**config.mk**
```make
export PLATFORM = sky130hd
export DESIGN_NAME = flac_lpc_synthesis_top_flat
export DESIGN_NICKNAME = d
export VERILOG_FILES = /design/src/hdl/flac_lpc_pkg.sv /design/src/hdl/flac_lpc_if.sv /design/src/hdl/flac_lpc_hist.sv /design/src/hdl/flac_lpc_mac.sv /design/src/hdl/flac_lpc_synthesis_top.sv /design/src/flat_wrapper.sv
export VERILOG_INCLUDE_DIRS = /design/src /design/src/hdl
export SDC_FILE = /design/constraint.sdc
export NUM_CORES = 2
export LEC_CHECK = 0
export BUFFER_PORTS_ARGS = -buffer_cell sky130_fd_sc_hd__buf_2
export CAP_MARGIN = 5
export CORE_MARGIN = 3
export CORE_UTILIZATION = 45
export CTS_BUF_LIST = sky130_fd_sc_hd__clkbuf_16
export DETAILED_ROUTE_END_ITERATION = 10
export PLACE_DENSITY_LB_ADDON = 0.12
export SLEW_MARGIN = 40
export SYNTH_ARGS = -nofsm -noshare
export SYNTH_HDL_FRONTEND = slang
export SYNTH_SLANG_ARGS = --single-unit
export TNS_END_PERCENT = 1
```
**constraint.sdc**
```tcl
create_clock -name i_clk -period 23.5 [get_ports i_clk]
set_input_delay 0 -clock i_clk [delete_from_list [all_inputs] [get_ports i_clk]]
set_output_delay 0 -clock i_clk [all_outputs]
set_load 0.03 [all_outputs]
```
**src/hdl/assert_macros.svh**
```systemverilog
// ----------------------------------------------------------------------------
// Assertion macros
// Shared concurrent assertion forms, clocked on i_clk and disabled in reset.
// ----------------------------------------------------------------------------
`ifndef ASSERT_MACROS_SVH
`define ASSERT_MACROS_SVH

// The consequent must hold in the same cycle as the antecedent.
`define AST_SAME(lbl, ante, cons, msg) \
    lbl: assert property (@(posedge i_clk) disable iff (!i_rst_n) (ante) |-> (cons)) \
        else $error(msg);

// The consequent must hold in the cycle after the antecedent.
`define AST_NEXT(lbl, ante, cons, msg) \
    lbl: assert property (@(posedge i_clk) disable iff (!i_rst_n) (ante) |=> (cons)) \
        else $error(msg);

`endif

```
**src/hdl/flac_lpc_pkg.sv**
```systemverilog
// ----------------------------------------------------------------------------
// FLAC LPC synthesis package
// Widths, codes and helper functions shared by the predictor modules.
// ----------------------------------------------------------------------------
`default_nettype none

package flac_lpc_pkg;

    localparam int MAX_ORDER  = 32;
    localparam int SMP_W      = 32;
    localparam int COEF_W     = 15;
    localparam int PROD_W     = COEF_W + SMP_W;
    localparam int TAP_W      = $clog2(MAX_ORDER);
    localparam int CNT_W      = $clog2(MAX_ORDER + 1);
    localparam int ACC_W      = PROD_W + TAP_W;
    localparam int CFG_IDX_W  = 3;
    localparam int CFG_DATA_W = 8;

    typedef enum logic [1:0] {
        KIND_COEF = 2'd0,
        KIND_WARM = 2'd1,
        KIND_RES  = 2'd2,
        KIND_NONE = 2'd3
    } t_kind;

    typedef enum logic [CFG_IDX_W-1:0] {
        CFG_MODE   = 3'd0,
        CFG_ORDER  = 3'd1,
        CFG_QSHIFT = 3'd2,
        CFG_SWIDTH = 3'd3,
        CFG_CPREC  = 3'd4
    } t_cfg_idx;

    // Controls of the shared multiply-accumulate unit.
    typedef struct packed {
        logic       issue;
        logic       clear;
        logic       fixed;
        logic [2:0] fix_order;
    } t_mac_ctl;

    // Sign-extends the low w bits of v; w of 32 or more keeps v as is.
    function automatic logic [SMP_W-1:0] sext_bits(input logic [SMP_W-1:0] v,
                                                   input logic [5:0] w);
        logic [SMP_W-1:0] m;
        logic [SMP_W-1:0] r;
        logic [4:0]       sb;
        m  = (32'd1 << w) - 32'd1;
        sb = 5'(w - 6'd1);
        if (w >= 6'd32) begin
            r = v;
        end else begin
            r = v & m;
            if (r[sb]) begin
                r = r | ~m;
            end
        end
        return r;
    endfunction

    // Reduces a coefficient slot into the range of the coefficient store.
    function automatic logic [TAP_W-1:0] slot_mod(input logic [4:0] s);
        logic [5:0] r;
        r = {1'b0, s};
        for (int i = 0; i < 8; i++) begin
            if (r >= 6'(MAX_ORDER)) begin
                r = r - 6'(MAX_ORDER);
            end
        end
        return TAP_W'(r);
    endfunction

    // Binomial predictor coefficients, newest sample at tap 0.
    function automatic logic signed [COEF_W-1:0] fixed_coef(input logic [2:0] ord,
                                                            input logic [TAP_W-1:0] tap);
        logic signed [COEF_W-1:0] c;
        c = '0;
        case (ord)
            3'd1: begin
                if (tap == TAP_W'(0)) c = COEF_W'(1);
            end
            3'd2: begin
                if (tap == TAP_W'(0)) c = COEF_W'(2);
                if (tap == TAP_W'(1)) c = COEF_W'(-1);
            end
            3'd3: begin
                if (tap == TAP_W'(0)) c = COEF_W'(3);
                if (tap == TAP_W'(1)) c = COEF_W'(-3);
                if (tap == TAP_W'(2)) c = COEF_W'(1);
            end
            3'd4: begin
                if (tap == TAP_W'(0)) c = COEF_W'(4);
                if (tap == TAP_W'(1)) c = COEF_W'(-6);
                if (tap == TAP_W'(2)) c = COEF_W'(4);
                if (tap == TAP_W'(3)) c = COEF_W'(-1);
            end
            default: c = '0;
        endcase
        return c;
    endfunction

endpackage

`default_nettype wire

```
**src/hdl/flac_lpc_if.sv**
```systemverilog
// ----------------------------------------------------------------------------
// FLAC LPC synthesis channel interfaces
// Input item, result and configuration channels with valid/ready handshake.
// ----------------------------------------------------------------------------
`default_nettype none

interface flac_lpc_in_if import flac_lpc_pkg::*; ();
    logic                    valid;
    logic                    ready;
    logic [1:0]              kind;
    logic [4:0]              slot;
    logic [SMP_W-1:0]        raw_bits;
    logic signed [SMP_W-1:0] residual;
    logic                    last;

    modport source (output valid, kind, slot, raw_bits, residual, last, input ready);
    modport sink   (input valid, kind, slot, raw_bits, residual, last, output ready);
endinterface

interface flac_lpc_out_if import flac_lpc_pkg::*; ();
    logic                    valid;
    logic                    ready;
    logic signed [SMP_W-1:0] sample;
    logic                    status;
    logic                    last_res;

    modport source (output valid, sample, status, last_res, input ready);
    modport sink   (input valid, sample, status, last_res, output ready);
endinterface

interface flac_lpc_cfg_if import flac_lpc_pkg::*; ();
    logic                  valid;
    logic                  ready;
    logic [CFG_IDX_W-1:0]  index;
    logic [CFG_DATA_W-1:0] data;

    modport source (output valid, index, data, input ready);
    modport sink   (input valid, index, data, output ready);
endinterface

`default_nettype wire

```
**src/hdl/flac_lpc_hist.sv**
```systemverilog
// ----------------------------------------------------------------------------
// FLAC LPC sample history
// Shift line of past samples, newest at tap 0, with one selectable read tap.
// ----------------------------------------------------------------------------
`default_nettype none

module flac_lpc_hist import flac_lpc_pkg::*; (
    input  logic             i_clk,
    input  logic             i_rst_n,
    input  logic             i_push,
    input  logic [SMP_W-1:0] i_din,
    input  logic [TAP_W-1:0] i_raddr,
    output logic [SMP_W-1:0] o_rdata
);

    logic [SMP_W-1:0] r_hist [MAX_ORDER];

    always_ff @(posedge i_clk) begin
        if (!i_rst_n) begin
            for (int i = 0; i < MAX_ORDER; i++) begin
                r_hist[i] <= '0;
            end
        end else if (i_push) begin
            r_hist[0] <= i_din;
            for (int i = 1; i < MAX_ORDER; i++) begin
                r_hist[i] <= r_hist[i-1];
            end
        end
    end

    assign o_rdata = r_hist[i_raddr];

endmodule

`default_nettype wire

```
**src/hdl/flac_lpc_mac.sv**
```systemverilog
// ----------------------------------------------------------------------------
// FLAC LPC multiply-accumulate unit
// Coefficient store and a three-stage shared multiply-accumulate over taps.
// ----------------------------------------------------------------------------
`default_nettype none

module flac_lpc_mac import flac_lpc_pkg::*; (
    input  logic                    i_clk,
    input  logic                    i_rst_n,
    input  t_mac_ctl                i_ctl,
    input  logic [TAP_W-1:0]        i_tap,
    input  logic [SMP_W-1:0]        i_hist,
    input  logic                    i_coef_we,
    input  logic [TAP_W-1:0]        i_coef_addr,
    input  logic [COEF_W-1:0]       i_coef_data,
    output logic signed [ACC_W-1:0] o_acc,
    output logic                    o_busy
);

    logic [COEF_W-1:0]        r_coef_mem [MAX_ORDER];
    logic signed [COEF_W-1:0] r_coef_rd;
    logic signed [COEF_W-1:0] r_fix_c;
    logic signed [SMP_W-1:0]  r_hist_s1;
    logic                     r_fixed1;
    logic                     r_v1;
    logic signed [PROD_W-1:0] r_prod;
    logic                     r_v2;
    logic signed [ACC_W-1:0]  r_acc;
    logic signed [COEF_W-1:0] coef_sel;

    always_ff @(posedge i_clk) begin
        if (i_coef_we) begin
            r_coef_mem[i_coef_addr] <= i_coef_data;
        end
        r_coef_rd <= r_coef_mem[i_tap];
    end

    // Stage one: operand fetch. Stage two: product. Stage three: accumulate.
    always_ff @(posedge i_clk) begin
        r_fix_c   <= fixed_coef(i_ctl.fix_order, i_tap);
        r_hist_s1 <= i_hist;
        r_fixed1  <= i_ctl.fixed;
        r_prod    <= coef_sel * r_hist_s1;
    end

    assign coef_sel = r_fixed1 ? r_fix_c : r_coef_rd;

    always_ff @(posedge i_clk) begin
        if (!i_rst_n) begin
            r_v1  <= 1'b0;
            r_v2  <= 1'b0;
            r_acc <= '0;
        end else begin
            r_v1 <= i_ctl.issue;
            r_v2 <= r_v1;
            if (i_ctl.clear) begin
                r_acc <= '0;
            end else if (r_v2) begin
                r_acc <= r_acc + {{TAP_W{r_prod[PROD_W-1]}}, r_prod};
            end
        end
    end

    assign o_acc  = r_acc;
    assign o_busy = r_v1 | r_v2;

endmodule

`default_nettype wire

```
**src/hdl/flac_lpc_synthesis_top.sv**
```systemverilog
// ----------------------------------------------------------------------------
// FLAC LPC synthesis top level
// Sequencer, configuration registers and result register of the predictor.
// ----------------------------------------------------------------------------
// Usage:
// i_in carries one word per item: coefficient load, warm-up sample or residual.
// o_out carries one word per warm-up sample or residual: the sample, a status
// flag and the copied last marker. i_cfg writes the five configuration
// registers and is always ready; write it only while the block is idle.
// A coefficient load gives no result. A warm-up sample goes from the idle
// state through the done state into the output register behind o_out.
// A residual with a predictor of n taps (n = order, at most 32 in custom mode,
// 0 to 4 in fixed mode) passes through the MAC, drain and done states for n of
// one or more: the shared multiply-accumulate unit walks one tap per cycle and
// drains three stages. Its result then goes into the output register.
// With no taps the unit is skipped: the drain state passes at once.
// An unsupported fixed order returns status 1 through the done state and
// leaves the history alone.
// i_in is ready only while the sequencer is idle. A stalled o_out holds its
// word; the next item is accepted meanwhile and waits for the register.
// Synchronous reset clears the history, the sequencer and the output valid,
// and loads the register reset values; no clearing pass follows.
// ----------------------------------------------------------------------------
`default_nettype none
`include "assert_macros.svh"

module flac_lpc_synthesis_top import flac_lpc_pkg::*; (
    input  logic          i_clk,
    input  logic          i_rst_n,
    flac_lpc_in_if.sink   i_in,
    flac_lpc_out_if.source o_out,
    flac_lpc_cfg_if.sink  i_cfg
);

    typedef enum logic [3:0] {
        ST_IDLE  = 4'b0001,
        ST_MAC   = 4'b0010,
        ST_DRAIN = 4'b0100,
        ST_DONE  = 4'b1000
    } t_state;

    t_state            r_state, n_state;
    logic [CNT_W-1:0]  r_tap, n_tap;
    logic [CNT_W-1:0]  r_n, n_n;
    logic [SMP_W-1:0]  r_resid, n_resid;
    logic              r_last, n_last;
    logic [SMP_W-1:0]  r_sample, n_sample;
    logic              r_status, n_status;
    logic              r_push, n_push;
    logic              r_out_valid;
    logic [SMP_W-1:0]  r_out_sample;
    logic              r_out_status;
    logic              r_out_last;

    logic              r_mode;
    logic [5:0]        r_order;
    logic [3:0]        r_qshift;
    logic [5:0]        r_swidth;
    logic [3:0]        r_cprec;

    logic              in_acc;
    logic              out_free;
    logic              done_go;
    logic              mac_clear;
    logic [5:0]        warm_w;
    logic [SMP_W-1:0]  warm_smp;
    logic [SMP_W-1:0]  coef_ext;
    logic [COEF_W-1:0] coef_data;
    logic [CNT_W-1:0]  taps;
    logic [3:0]        shift;
    logic signed [ACC_W-1:0] mac_acc;
    logic signed [ACC_W-1:0] acc_sh;
    logic              mac_busy;
    logic [SMP_W-1:0]  hist_rd;
    t_mac_ctl          mac_ctl;

    assign in_acc   = i_in.valid && i_in.ready;
    assign out_free = !r_out_valid || o_out.ready;
    assign done_go  = (r_state == ST_DONE) && out_free;

    assign i_in.ready  = (r_state == ST_IDLE);
    assign i_cfg.ready = 1'b1;

    // Configuration registers.
    always_ff @(posedge i_clk) begin
        if (!i_rst_n) begin
            r_mode   <= 1'b0;
            r_order  <= '0;
            r_qshift <= '0;
            r_swidth <= 6'd16;
            r_cprec  <= 4'd15;
        end else if (i_cfg.valid && i_cfg.ready) begin
            case (i_cfg.index)
                CFG_MODE:   r_mode   <= i_cfg.data[0];
                CFG_ORDER:  r_order  <= i_cfg.data[5:0];
                CFG_QSHIFT: r_qshift <= i_cfg.data[3:0];
                CFG_SWIDTH: r_swidth <= i_cfg.data[5:0];
                CFG_CPREC:  r_cprec  <= i_cfg.data[3:0];
                default: ;
            endcase
        end
    end

    assign warm_w    = (r_swidth == 6'd0) ? 6'd1 :
                       (r_swidth > 6'd32) ? 6'd32 : r_swidth;
    assign warm_smp  = sext_bits(i_in.raw_bits, warm_w);
    assign coef_ext  = sext_bits(i_in.raw_bits, {2'b00, r_cprec});
    assign coef_data = (r_cprec == 4'd0) ? '0 : coef_ext[COEF_W-1:0];

    assign taps  = r_mode ? ((r_order > 6'(MAX_ORDER)) ? CNT_W'(MAX_ORDER) : CNT_W'(r_order))
                          : CNT_W'(r_order);
    assign shift = r_mode ? r_qshift : 4'd0;

    assign acc_sh = mac_acc >>> shift;

    always_comb begin
        n_state   = r_state;
        n_tap     = r_tap;
        n_n       = r_n;
        n_resid   = r_resid;
        n_last    = r_last;
        n_sample  = r_sample;
        n_status  = r_status;
        n_push    = r_push;
        mac_clear = 1'b0;
        case (r_state)
            ST_IDLE: begin
                if (in_acc) begin
                    n_last = i_in.last;
                    case (i_in.kind)
                        KIND_WARM: begin
                            n_sample = warm_smp;
                            n_status = 1'b0;
                            n_push   = 1'b1;
                            n_state  = ST_DONE;
                        end
                        KIND_RES: begin
                            if (!r_mode && (r_order > 6'd4)) begin
                                // Unsupported fixed order: report, keep history.
                                n_sample = '0;
                                n_status = 1'b1;
                                n_push   = 1'b0;
                                n_state  = ST_DONE;
                            end else begin
                                n_resid   = i_in.residual;
                                n_status  = 1'b0;
                                n_push    = 1'b1;
                                n_n       = taps;
                                n_tap     = '0;
                                mac_clear = 1'b1;
                                n_state   = (taps == '0) ? ST_DRAIN : ST_MAC;
                            end
                        end
                        default: ;
                    endcase
                end
            end
            ST_MAC: begin
                n_tap = r_tap + CNT_W'(1);
                if (r_tap == r_n - CNT_W'(1)) begin
                    n_state = ST_DRAIN;
                end
            end
            ST_DRAIN: begin
                if (!mac_busy) begin
                    n_sample = r_resid + acc_sh[SMP_W-1:0];
                    n_state  = ST_DONE;
                end
            end
            ST_DONE: begin
                if (out_free) begin
                    n_state = ST_IDLE;
                end
            end
            default: n_state = ST_IDLE;
        endcase
    end

    always_ff @(posedge i_clk) begin
        if (!i_rst_n) begin
            r_state     <= ST_IDLE;
            r_tap       <= '0;
            r_n         <= '0;
            r_out_valid <= 1'b0;
        end else begin
            r_state <= n_state;
            r_tap   <= n_tap;
            r_n     <= n_n;
            if (done_go) begin
                r_out_valid <= 1'b1;
            end else if (o_out.ready) begin
                r_out_valid <= 1'b0;
            end
        end
    end

    always_ff @(posedge i_clk) begin
        r_resid  <= n_resid;
        r_last   <= n_last;
        r_sample <= n_sample;
        r_status <= n_status;
        r_push   <= n_push;
        if (done_go) begin
            r_out_sample <= r_sample;
            r_out_status <= r_status;
            r_out_last   <= r_last;
        end
    end

    assign o_out.valid    = r_out_valid;
    assign o_out.sample   = r_out_sample;
    assign o_out.status   = r_out_status;
    assign o_out.last_res = r_out_last;

    assign mac_ctl.issue     = (r_state == ST_MAC);
    assign mac_ctl.clear     = mac_clear;
    assign mac_ctl.fixed     = !r_mode;
    assign mac_ctl.fix_order = r_order[2:0];

    flac_lpc_hist u_hist (
        .i_clk   (i_clk),
        .i_rst_n (i_rst_n),
        .i_push  (done_go && r_push),
        .i_din   (r_sample),
        .i_raddr (r_tap[TAP_W-1:0]),
        .o_rdata (hist_rd)
    );

    flac_lpc_mac u_mac (
        .i_clk       (i_clk),
        .i_rst_n     (i_rst_n),
        .i_ctl       (mac_ctl),
        .i_tap       (r_tap[TAP_W-1:0]),
        .i_hist      (hist_rd),
        .i_coef_we   (in_acc && (i_in.kind == KIND_COEF)),
        .i_coef_addr (slot_mod(i_in.slot)),
        .i_coef_data (coef_data),
        .o_acc       (mac_acc),
        .o_busy      (mac_busy)
    );

    `AST_SAME(a_ready_mac_idle, i_in.ready, !mac_busy, "input ready while the MAC is busy")
    `AST_SAME(a_tap_range, r_state == ST_MAC, r_tap < r_n, "tap counter beyond the order")
    `AST_NEXT(a_drain_wait, (r_state == ST_DRAIN) && mac_busy, r_state == ST_DRAIN,
              "left drain before the MAC pipeline emptied")
    `AST_NEXT(a_done_load, done_go, o_out.valid && (r_state == ST_IDLE),
              "finished word not loaded into the output register")

endmodule

`default_nettype wire

```
**src/flat_wrapper.sv**
```systemverilog
// flat-port wrapper written by rule: the top's interface ports become plain ports
module flac_lpc_synthesis_top_flat import flac_lpc_pkg::*;
  (i_clk, i_rst_n, i_in_valid, i_in_kind, i_in_slot, i_in_raw_bits, i_in_residual, i_in_last, i_in_ready, o_out_valid, o_out_sample, o_out_status, o_out_last_res, o_out_ready, i_cfg_valid, i_cfg_index, i_cfg_data, i_cfg_ready);
  flac_lpc_in_if i_in_i ();
  flac_lpc_out_if o_out_i ();
  flac_lpc_cfg_if i_cfg_i ();
  input  logic i_clk;
  input  logic i_rst_n;
  input wire logic [$bits(i_in_i.valid)-1:0] i_in_valid;
  input wire logic [$bits(i_in_i.kind)-1:0] i_in_kind;
  input wire logic [$bits(i_in_i.slot)-1:0] i_in_slot;
  input wire logic [$bits(i_in_i.raw_bits)-1:0] i_in_raw_bits;
  input wire logic [$bits(i_in_i.residual)-1:0] i_in_residual;
  input wire logic [$bits(i_in_i.last)-1:0] i_in_last;
  output wire logic [$bits(i_in_i.ready)-1:0] i_in_ready;
  output wire logic [$bits(o_out_i.valid)-1:0] o_out_valid;
  output wire logic [$bits(o_out_i.sample)-1:0] o_out_sample;
  output wire logic [$bits(o_out_i.status)-1:0] o_out_status;
  output wire logic [$bits(o_out_i.last_res)-1:0] o_out_last_res;
  input wire logic [$bits(o_out_i.ready)-1:0] o_out_ready;
  input wire logic [$bits(i_cfg_i.valid)-1:0] i_cfg_valid;
  input wire logic [$bits(i_cfg_i.index)-1:0] i_cfg_index;
  input wire logic [$bits(i_cfg_i.data)-1:0] i_cfg_data;
  output wire logic [$bits(i_cfg_i.ready)-1:0] i_cfg_ready;
  assign i_in_i.valid = i_in_valid;
  assign i_in_i.kind = i_in_kind;
  assign i_in_i.slot = i_in_slot;
  assign i_in_i.raw_bits = i_in_raw_bits;
  assign i_in_i.residual = i_in_residual;
  assign i_in_i.last = i_in_last;
  assign i_in_ready = i_in_i.ready;
  assign o_out_valid = o_out_i.valid;
  assign o_out_sample = o_out_i.sample;
  assign o_out_status = o_out_i.status;
  assign o_out_last_res = o_out_i.last_res;
  assign o_out_i.ready = o_out_ready;
  assign i_cfg_i.valid = i_cfg_valid;
  assign i_cfg_i.index = i_cfg_index;
  assign i_cfg_i.data = i_cfg_data;
  assign i_cfg_ready = i_cfg_i.ready;
  flac_lpc_synthesis_top u_core (.i_clk(i_clk), .i_rst_n(i_rst_n), .i_in(i_in_i), .o_out(o_out_i), .i_cfg(i_cfg_i));
endmodule
```
### After elaboration in Yosys (flattened, before gate mapping)

Memories as Yosys holds them, arrays and structs flattened. A register that Yosys moved wholly into a read port is not among the register bits.
Index checks and enable logic that the tools add are counted.

* bits in registers: 256
* RAM bits: 1504
* logic and storage cells: 229
* memories: 2

Memory list
* u_core.u_hist.r_hist: depth 32, width 32, read ports 32, clocked after memory_dff 1, wr ports 32, line flac_lpc_hist.sv:16 `logic [SMP_W-1:0] r_hist [MAX_ORDER];`
* u_core.u_mac.r_coef_mem: depth 32, width 15, read ports 1, clocked after memory_dff 1, wr ports 1, line flac_lpc_mac.sv:20 `logic [COEF_W-1:0] r_coef_mem [MAX_ORDER];`

* add/subtract/negate cells: 8
* multiply operators: 1
* order comparisons: 6
* equality and inequality tests: 26
* shifts and indexed selects: 3
* multiplexer cells: 89
* bitwise gates (word level): 41
* reduce and logical (&&, ||, !) cells: 30

Operators with widths (number)
* 2-to-1 mux 32 bit: 37
* 2-to-1 mux 15 bit: 9
* case mux 32 bit (2 select lines): 2
* bitwise AND 32 bit: 2
* subtractor 32 x 1 -> 32 bit, second input constant: 2
* case mux 15 bit (4 select lines): 1
* adder 52 bit: 1
* >>> shifter 52 x 4 -> 32 bit: 1
* multiplier 15 x 32 -> 47 bit: 1
* 2-to-1 mux 6 bit: 7
* bitwise OR 1 bit: 33
* adder 32 bit: 1
* inverter 32 bit: 1
* bitwise OR 32 bit: 1
* << shifter 1 x 4 -> 32 bit, first input constant: 1
* << shifter 1 x 6 -> 32 bit, first input constant: 1
* 2-to-1 mux 4 bit: 6
* 2-to-1 mux 1 bit: 16
* case mux 4 bit (4 select lines): 1
* inverter 15 bit: 1
* bitwise OR 15 bit: 1
* equality test 3 x 2 -> 1 bit, second input constant: 4
* greater-than comparator 6 bit, second input constant: 2
* logical NOT 6 bit: 2
* 41 further kinds: 70

### Logic depth before layout (Yosys ltp)

* word-level depth: 13
* gate-level depth with buffers: 29
* gate-level depth less buffers: 27

### By module

From an unflattened synthesis, not the netlist that was laid out.

* cell total of the unflattened synthesis: 7967
* area, all modules: 99681.9 um^2

Modules (own cells, without submodules)
* flac_lpc_hist: instances 1, cells each 3385, area an instance 46726.1 um^2
* flac_lpc_mac: instances 1, cells each 3339, area an instance 41571.1 um^2
* flac_lpc_synthesis_top: instances 1, cells each 1243, area an instance 11384.7 um^2

### Worst setup path before layout

Ideal clock, no wire load.

* path kind: register -> register
* from: register u_core.r_state[0]
* to: memory u_core.u_hist.r_hist[0][0] (enable)
* library setup time: 1.446 ns
* arrival: 24.095 ns
* data required time: 22.054 ns
* path slack: -2.041 ns
* stages on the path, launching flop included: 5
* clock period less this slack: 25.541 ns
* path through: dfxtp_1 > or4b_2 > nor2b_1 > nand2_1 > nand2_1

RTL lines
* from (decl): line flac_lpc_synthesis_top.sv:42 `t_state r_state, n_state;`
* from (signal assigned): line flac_lpc_synthesis_top.sv:186 `r_state <= n_state;`
* to (decl): line flac_lpc_hist.sv:16

### Final worst setup path

* from: register u_core.u_mac.r_fixed1
* to: register u_core.u_mac.r_prod[41]

* longest elaborated chain between the ends: 2

Ends and longest elaborated chain
* from (decl): line flac_lpc_mac.sv:24 `logic r_fixed1;`
* from (signal assigned): line flac_lpc_mac.sv:42 `r_fixed1 <= i_ctl.fixed;`
* 2-to-1 mux 15 bit: line flac_lpc_mac.sv:46 `assign coef_sel = r_fixed1 ? r_fix_c : r_coef_rd;`
* multiplier 15 x 32 -> 47 bit: line flac_lpc_mac.sv:43 `r_prod <= coef_sel * r_hist_s1;`
* to (signal assigned): line flac_lpc_mac.sv:43
* to (decl): line flac_lpc_mac.sv:26 `logic signed [PROD_W-1:0] r_prod;`

Every way passes these cells.
A chain may end at the register's enable or synchronous reset.

==> metrics.md <==
| Metric | Value |
|---|---|
| Area fraction of the dominant cell type after synthesis | 0.491 |
| P_leak | 42.8 nW |
| Vias | 57700 |
| Layout cell share with drive strength beyond 1 | 0.155 |
| Vias in the first global route | 59900 |
| Yosys warning count | 0 |
| Detail Route Antenna Nets | 0 |
| RR Startpoint | u_core.u_mac.r_fixed1 |
| Final hold viol count | 0 |
| Ports | 125 |
| First drt pass iteration count | 6 |
| Rel. slew slack | 0.392 |
| Synth Flop Type | edfxtp_1 |
| Post-synth cell types | 106 |
| Unrepaired setup endpoints after global routing | no |
| Post-synthesis instance total | 7150 |
| Hold wc startpoint | o_out_ready |
| Seq/Total Area, Yosys | 0.529 |
| Crit path launch | u_core.u_mac.r_fixed1 |
| Final period utilization | 0.352 |
| Cell Area, Synth | 0.0982 sq mm |
| Die X | 473 um |
| Cts bufs inserted | 193 |
| DR iter-0 viols | 4693 |
| Root buf cell | clkbuf_16 |
| Die area | 0.224 sq mm |
| Worst-Skew Late Latency | 0.84 ns |
| Total GRT Usage | 0.212 |
| DRC errors left | 0 |
| Clock sinks | 1791 |
| Fin util | 0.510 |
| Via density | 5.58 |
| Post-CTS Setup Repair Bufs | 0 |
| Worst EP required | 24.17 ns |
| Antenna violations before repair | 8 |
| Max Cap Viol | 0 |
| Post-synth ARST share | 0 |
| Area contributors post-synth | edfxtp_1, mux4_2, fa_1 |
| Hold path depth | 4 |
| Final setup TNS | 0 ns |
| TritonCTS clock tree | built |
| Largest net degree at the start of global routing | 171 |
| H-tree depth | 4 |
| GRT overflow | 0 |
| IO buf count | 121 |
| Post-synth EDFFs | 1605 |
| WS Path Type | register to register |
| Crit path max fanout | 32 |
| Final GP Congestion | 0.910 |
| Hold EP | u_core.o_out.valid |
| # setup viols final | 0 |
| Crit end category | register |
| Minimum clock period | 8.27 ns |
| Slew @ Worst Pin | 0.911 ns |
| Max-slew violation count | 0 |
| Core Box Area | 0.216 sq mm |
| Path depth of the worst reg2reg path | 27 |
| FF+latch count, synth | 1791 |
| Reg2reg setup slack | 15.23 ns |
| First-pass GRT wire length | 367000 um |
| Average size of a mapped cell | 13.7 sq um |
| Die Span Y | 473 um |
| Reg clk slew, reported paths | 0.06 ns |
| Drt total wl | 235000 um |
| Fmax | 0.121 GHz |
| Nets | 8059 |
| WL per Instance | 22.8 um |
| Startpoint types | register |
| Net Count, Synth | 7896 |
| Cell taking the most area after synthesis | edfxtp_1 |
| Power per cell area | 66.3 mW/mm^2 |
| Post-CTS Hold Fix Bufs | 137 |
| Status | finished, final reports clean |
| Post-detail-place hpwl | 152000 um |
| Worst EP arrival | 8.94 ns |
| Area Growth Syn to Fin | 12.0% |
| Maximum vdd drop | 0.0000770 V |
| Layout Skew | 0.0602 ns |
| Worst R2R End | u_core.u_mac.r_prod[41] |
| Worst hold path type | input pin to register |
| Initial Util | 0.455 |
| Post-cts resize count | 0 |
| Clock buffer depth | 3 |
| Row count | 170 |
sequential cells by signal (all words and copies together) (netlist names), 15 cells and up:
| name | cells |
|---|---|
| u_core.r_resid | 32 |
| u_core.u_mac.r_prod | 47 |
| u_core.u_mac.r_hist_s1 | 32 |
| u_core.r_sample | 32 |
| u_core.u_mac.r_coef_rd | 15 |
| u_core.u_mac.o_acc | 47 |
| u_core.u_mac.r_coef_mem | 480 |
| u_core.o_out.sample | 32 |
| u_core.u_hist.r_hist | 1024 |
routing by layer:
layer | GRT usage | vias to the layer above | routed length (um)
li1 | - | 25900 | -
met1 | 0.306 | 29900 | 107000
met2 | 0.340 | 1480 | 111000
met3 | 0.0276 | 305 | 11200
met4 | 0.0571 | 0 | 5860
met5 | 0 | - | 0
stage by stage:
step | instance area [sq um] | setup slack [ns] | hold WS [ns] | total power, mW | cells
after floorplan | 98200 | 7.79 | 0.0989 | 4.20 | 7150
after global placement | 102000 | 15.23 | 0.177 | 4.33 | 9809
after detailed placement | 102000 | 15.20 | 0.179 | 4.35 | 9817
after CTS | 110000 | 15.15 | 0.0303 | 7.38 | 10300
after global routing | 110000 | 14.64 | 0.109 | 7.57 | 10300
final | 110000 | 15.23 | 0.108 | 7.29 | 10300
cell usage after synthesis, drive strengths merged, types with 57 or more instances:
cell / instances
a21o: 81
a21oi: 168
and2: 1218
buf: 74
clkbuf: 338
dfxtp: 186
edfxtp: 1605
fa: 445
ha: 213
inv: 541
mux2: 57
mux2i: 203
mux4: 471
nand2: 476
nand3: 63
nor2: 215
o21ai: 117
xnor2: 89
critical path: stages (launching register included):
cell and delay [ns]:
dfxtp_1 0.49, and2_1 0.49, a21o_1 0.14, buf_4 0.44
nand2_1 0.16, fa_1 0.59, inv_1 0.06, fa_1 0.50
inv_1 0.05, fa_1 0.53, inv_1 0.05, fa_1 0.38
fa_1 0.53, inv_1 0.05, fa_1 0.47, inv_1 0.04
ha_1 0.34, a21o_1 0.21, a21o_1 0.17, a21oi_1 0.14
o21a_1 0.14, o31a_1 0.30, o211a_1 0.25, nor3_1 0.12
o311ai_0 0.53, a21oi_1 0.24, or4_1 0.50, o311ai_0 0.14
report_power, final:
group / total (mW) / switching (mW) / internal, mW
Clock: 2.98 / 1.30 / 1.69
Combinational: 0.503 / 0.305 / 0.198
Sequential: 3.80 / 0.128 / 3.67
Total: 7.29 / 1.73 / 5.56
kinds of logic after synthesis:
logic type                 synth area share
buffers and inverters                0.0371
adders and majority gates             0.118
and+or+nand+nor                       0.125
DFF                                   0.529
other                             0.0000382
muxes                                 0.135
AOI/OAI and AO/OA                    0.0432
xor gates and xnor gates             0.0128
worst max-delay path by stage:
stage,slack (ns),to,cells after the start
after floorplan,7.79,u_core.u_hist.r_hist[0][0],4
after global placement,15.23,u_core.u_mac.r_prod[41],24
after detailed placement,15.20,u_core.u_mac.r_prod[46],28
after CTS,15.15,u_core.u_mac.r_prod[41],27
after global routing,14.64,u_core.u_mac.r_prod[41],27
final,15.23,u_core.u_mac.r_prod[41],27
area by class of cell:
cell class,count,area (sq um)
fill,18300,106000
antenna,4,10.0
tap,2838,3550
clock inverter,170,1420
clock buffer,194,4850
multi-input combinational,4403,43000
inverter,544,2040
timing repair buffer,380,3170
sequential,1791,51900
layout by cell type, fill, tap and decap left out, types with 43 or more instances in the layout:
master            n
xnor2_1          89
nor2b_1          43
nor2_1          183
fa_1            445
edfxtp_1       1605
xor2_1           53
clkbuf_16       194
a21o_1           80
a21oi_1         164
nand2_1         471
ha_1            213
dlygate4sd3_1   137
nand3_1          63
dfxtp_1         174
buf_4            88
clkinv_1         52
mux4_2          471
mux2i_1         203
buf_2           120
and2_1         1215
inv_1           578
mux2_2           55
o21ai_0         112
No activity file was read; power rests on OpenSTA's default activity.
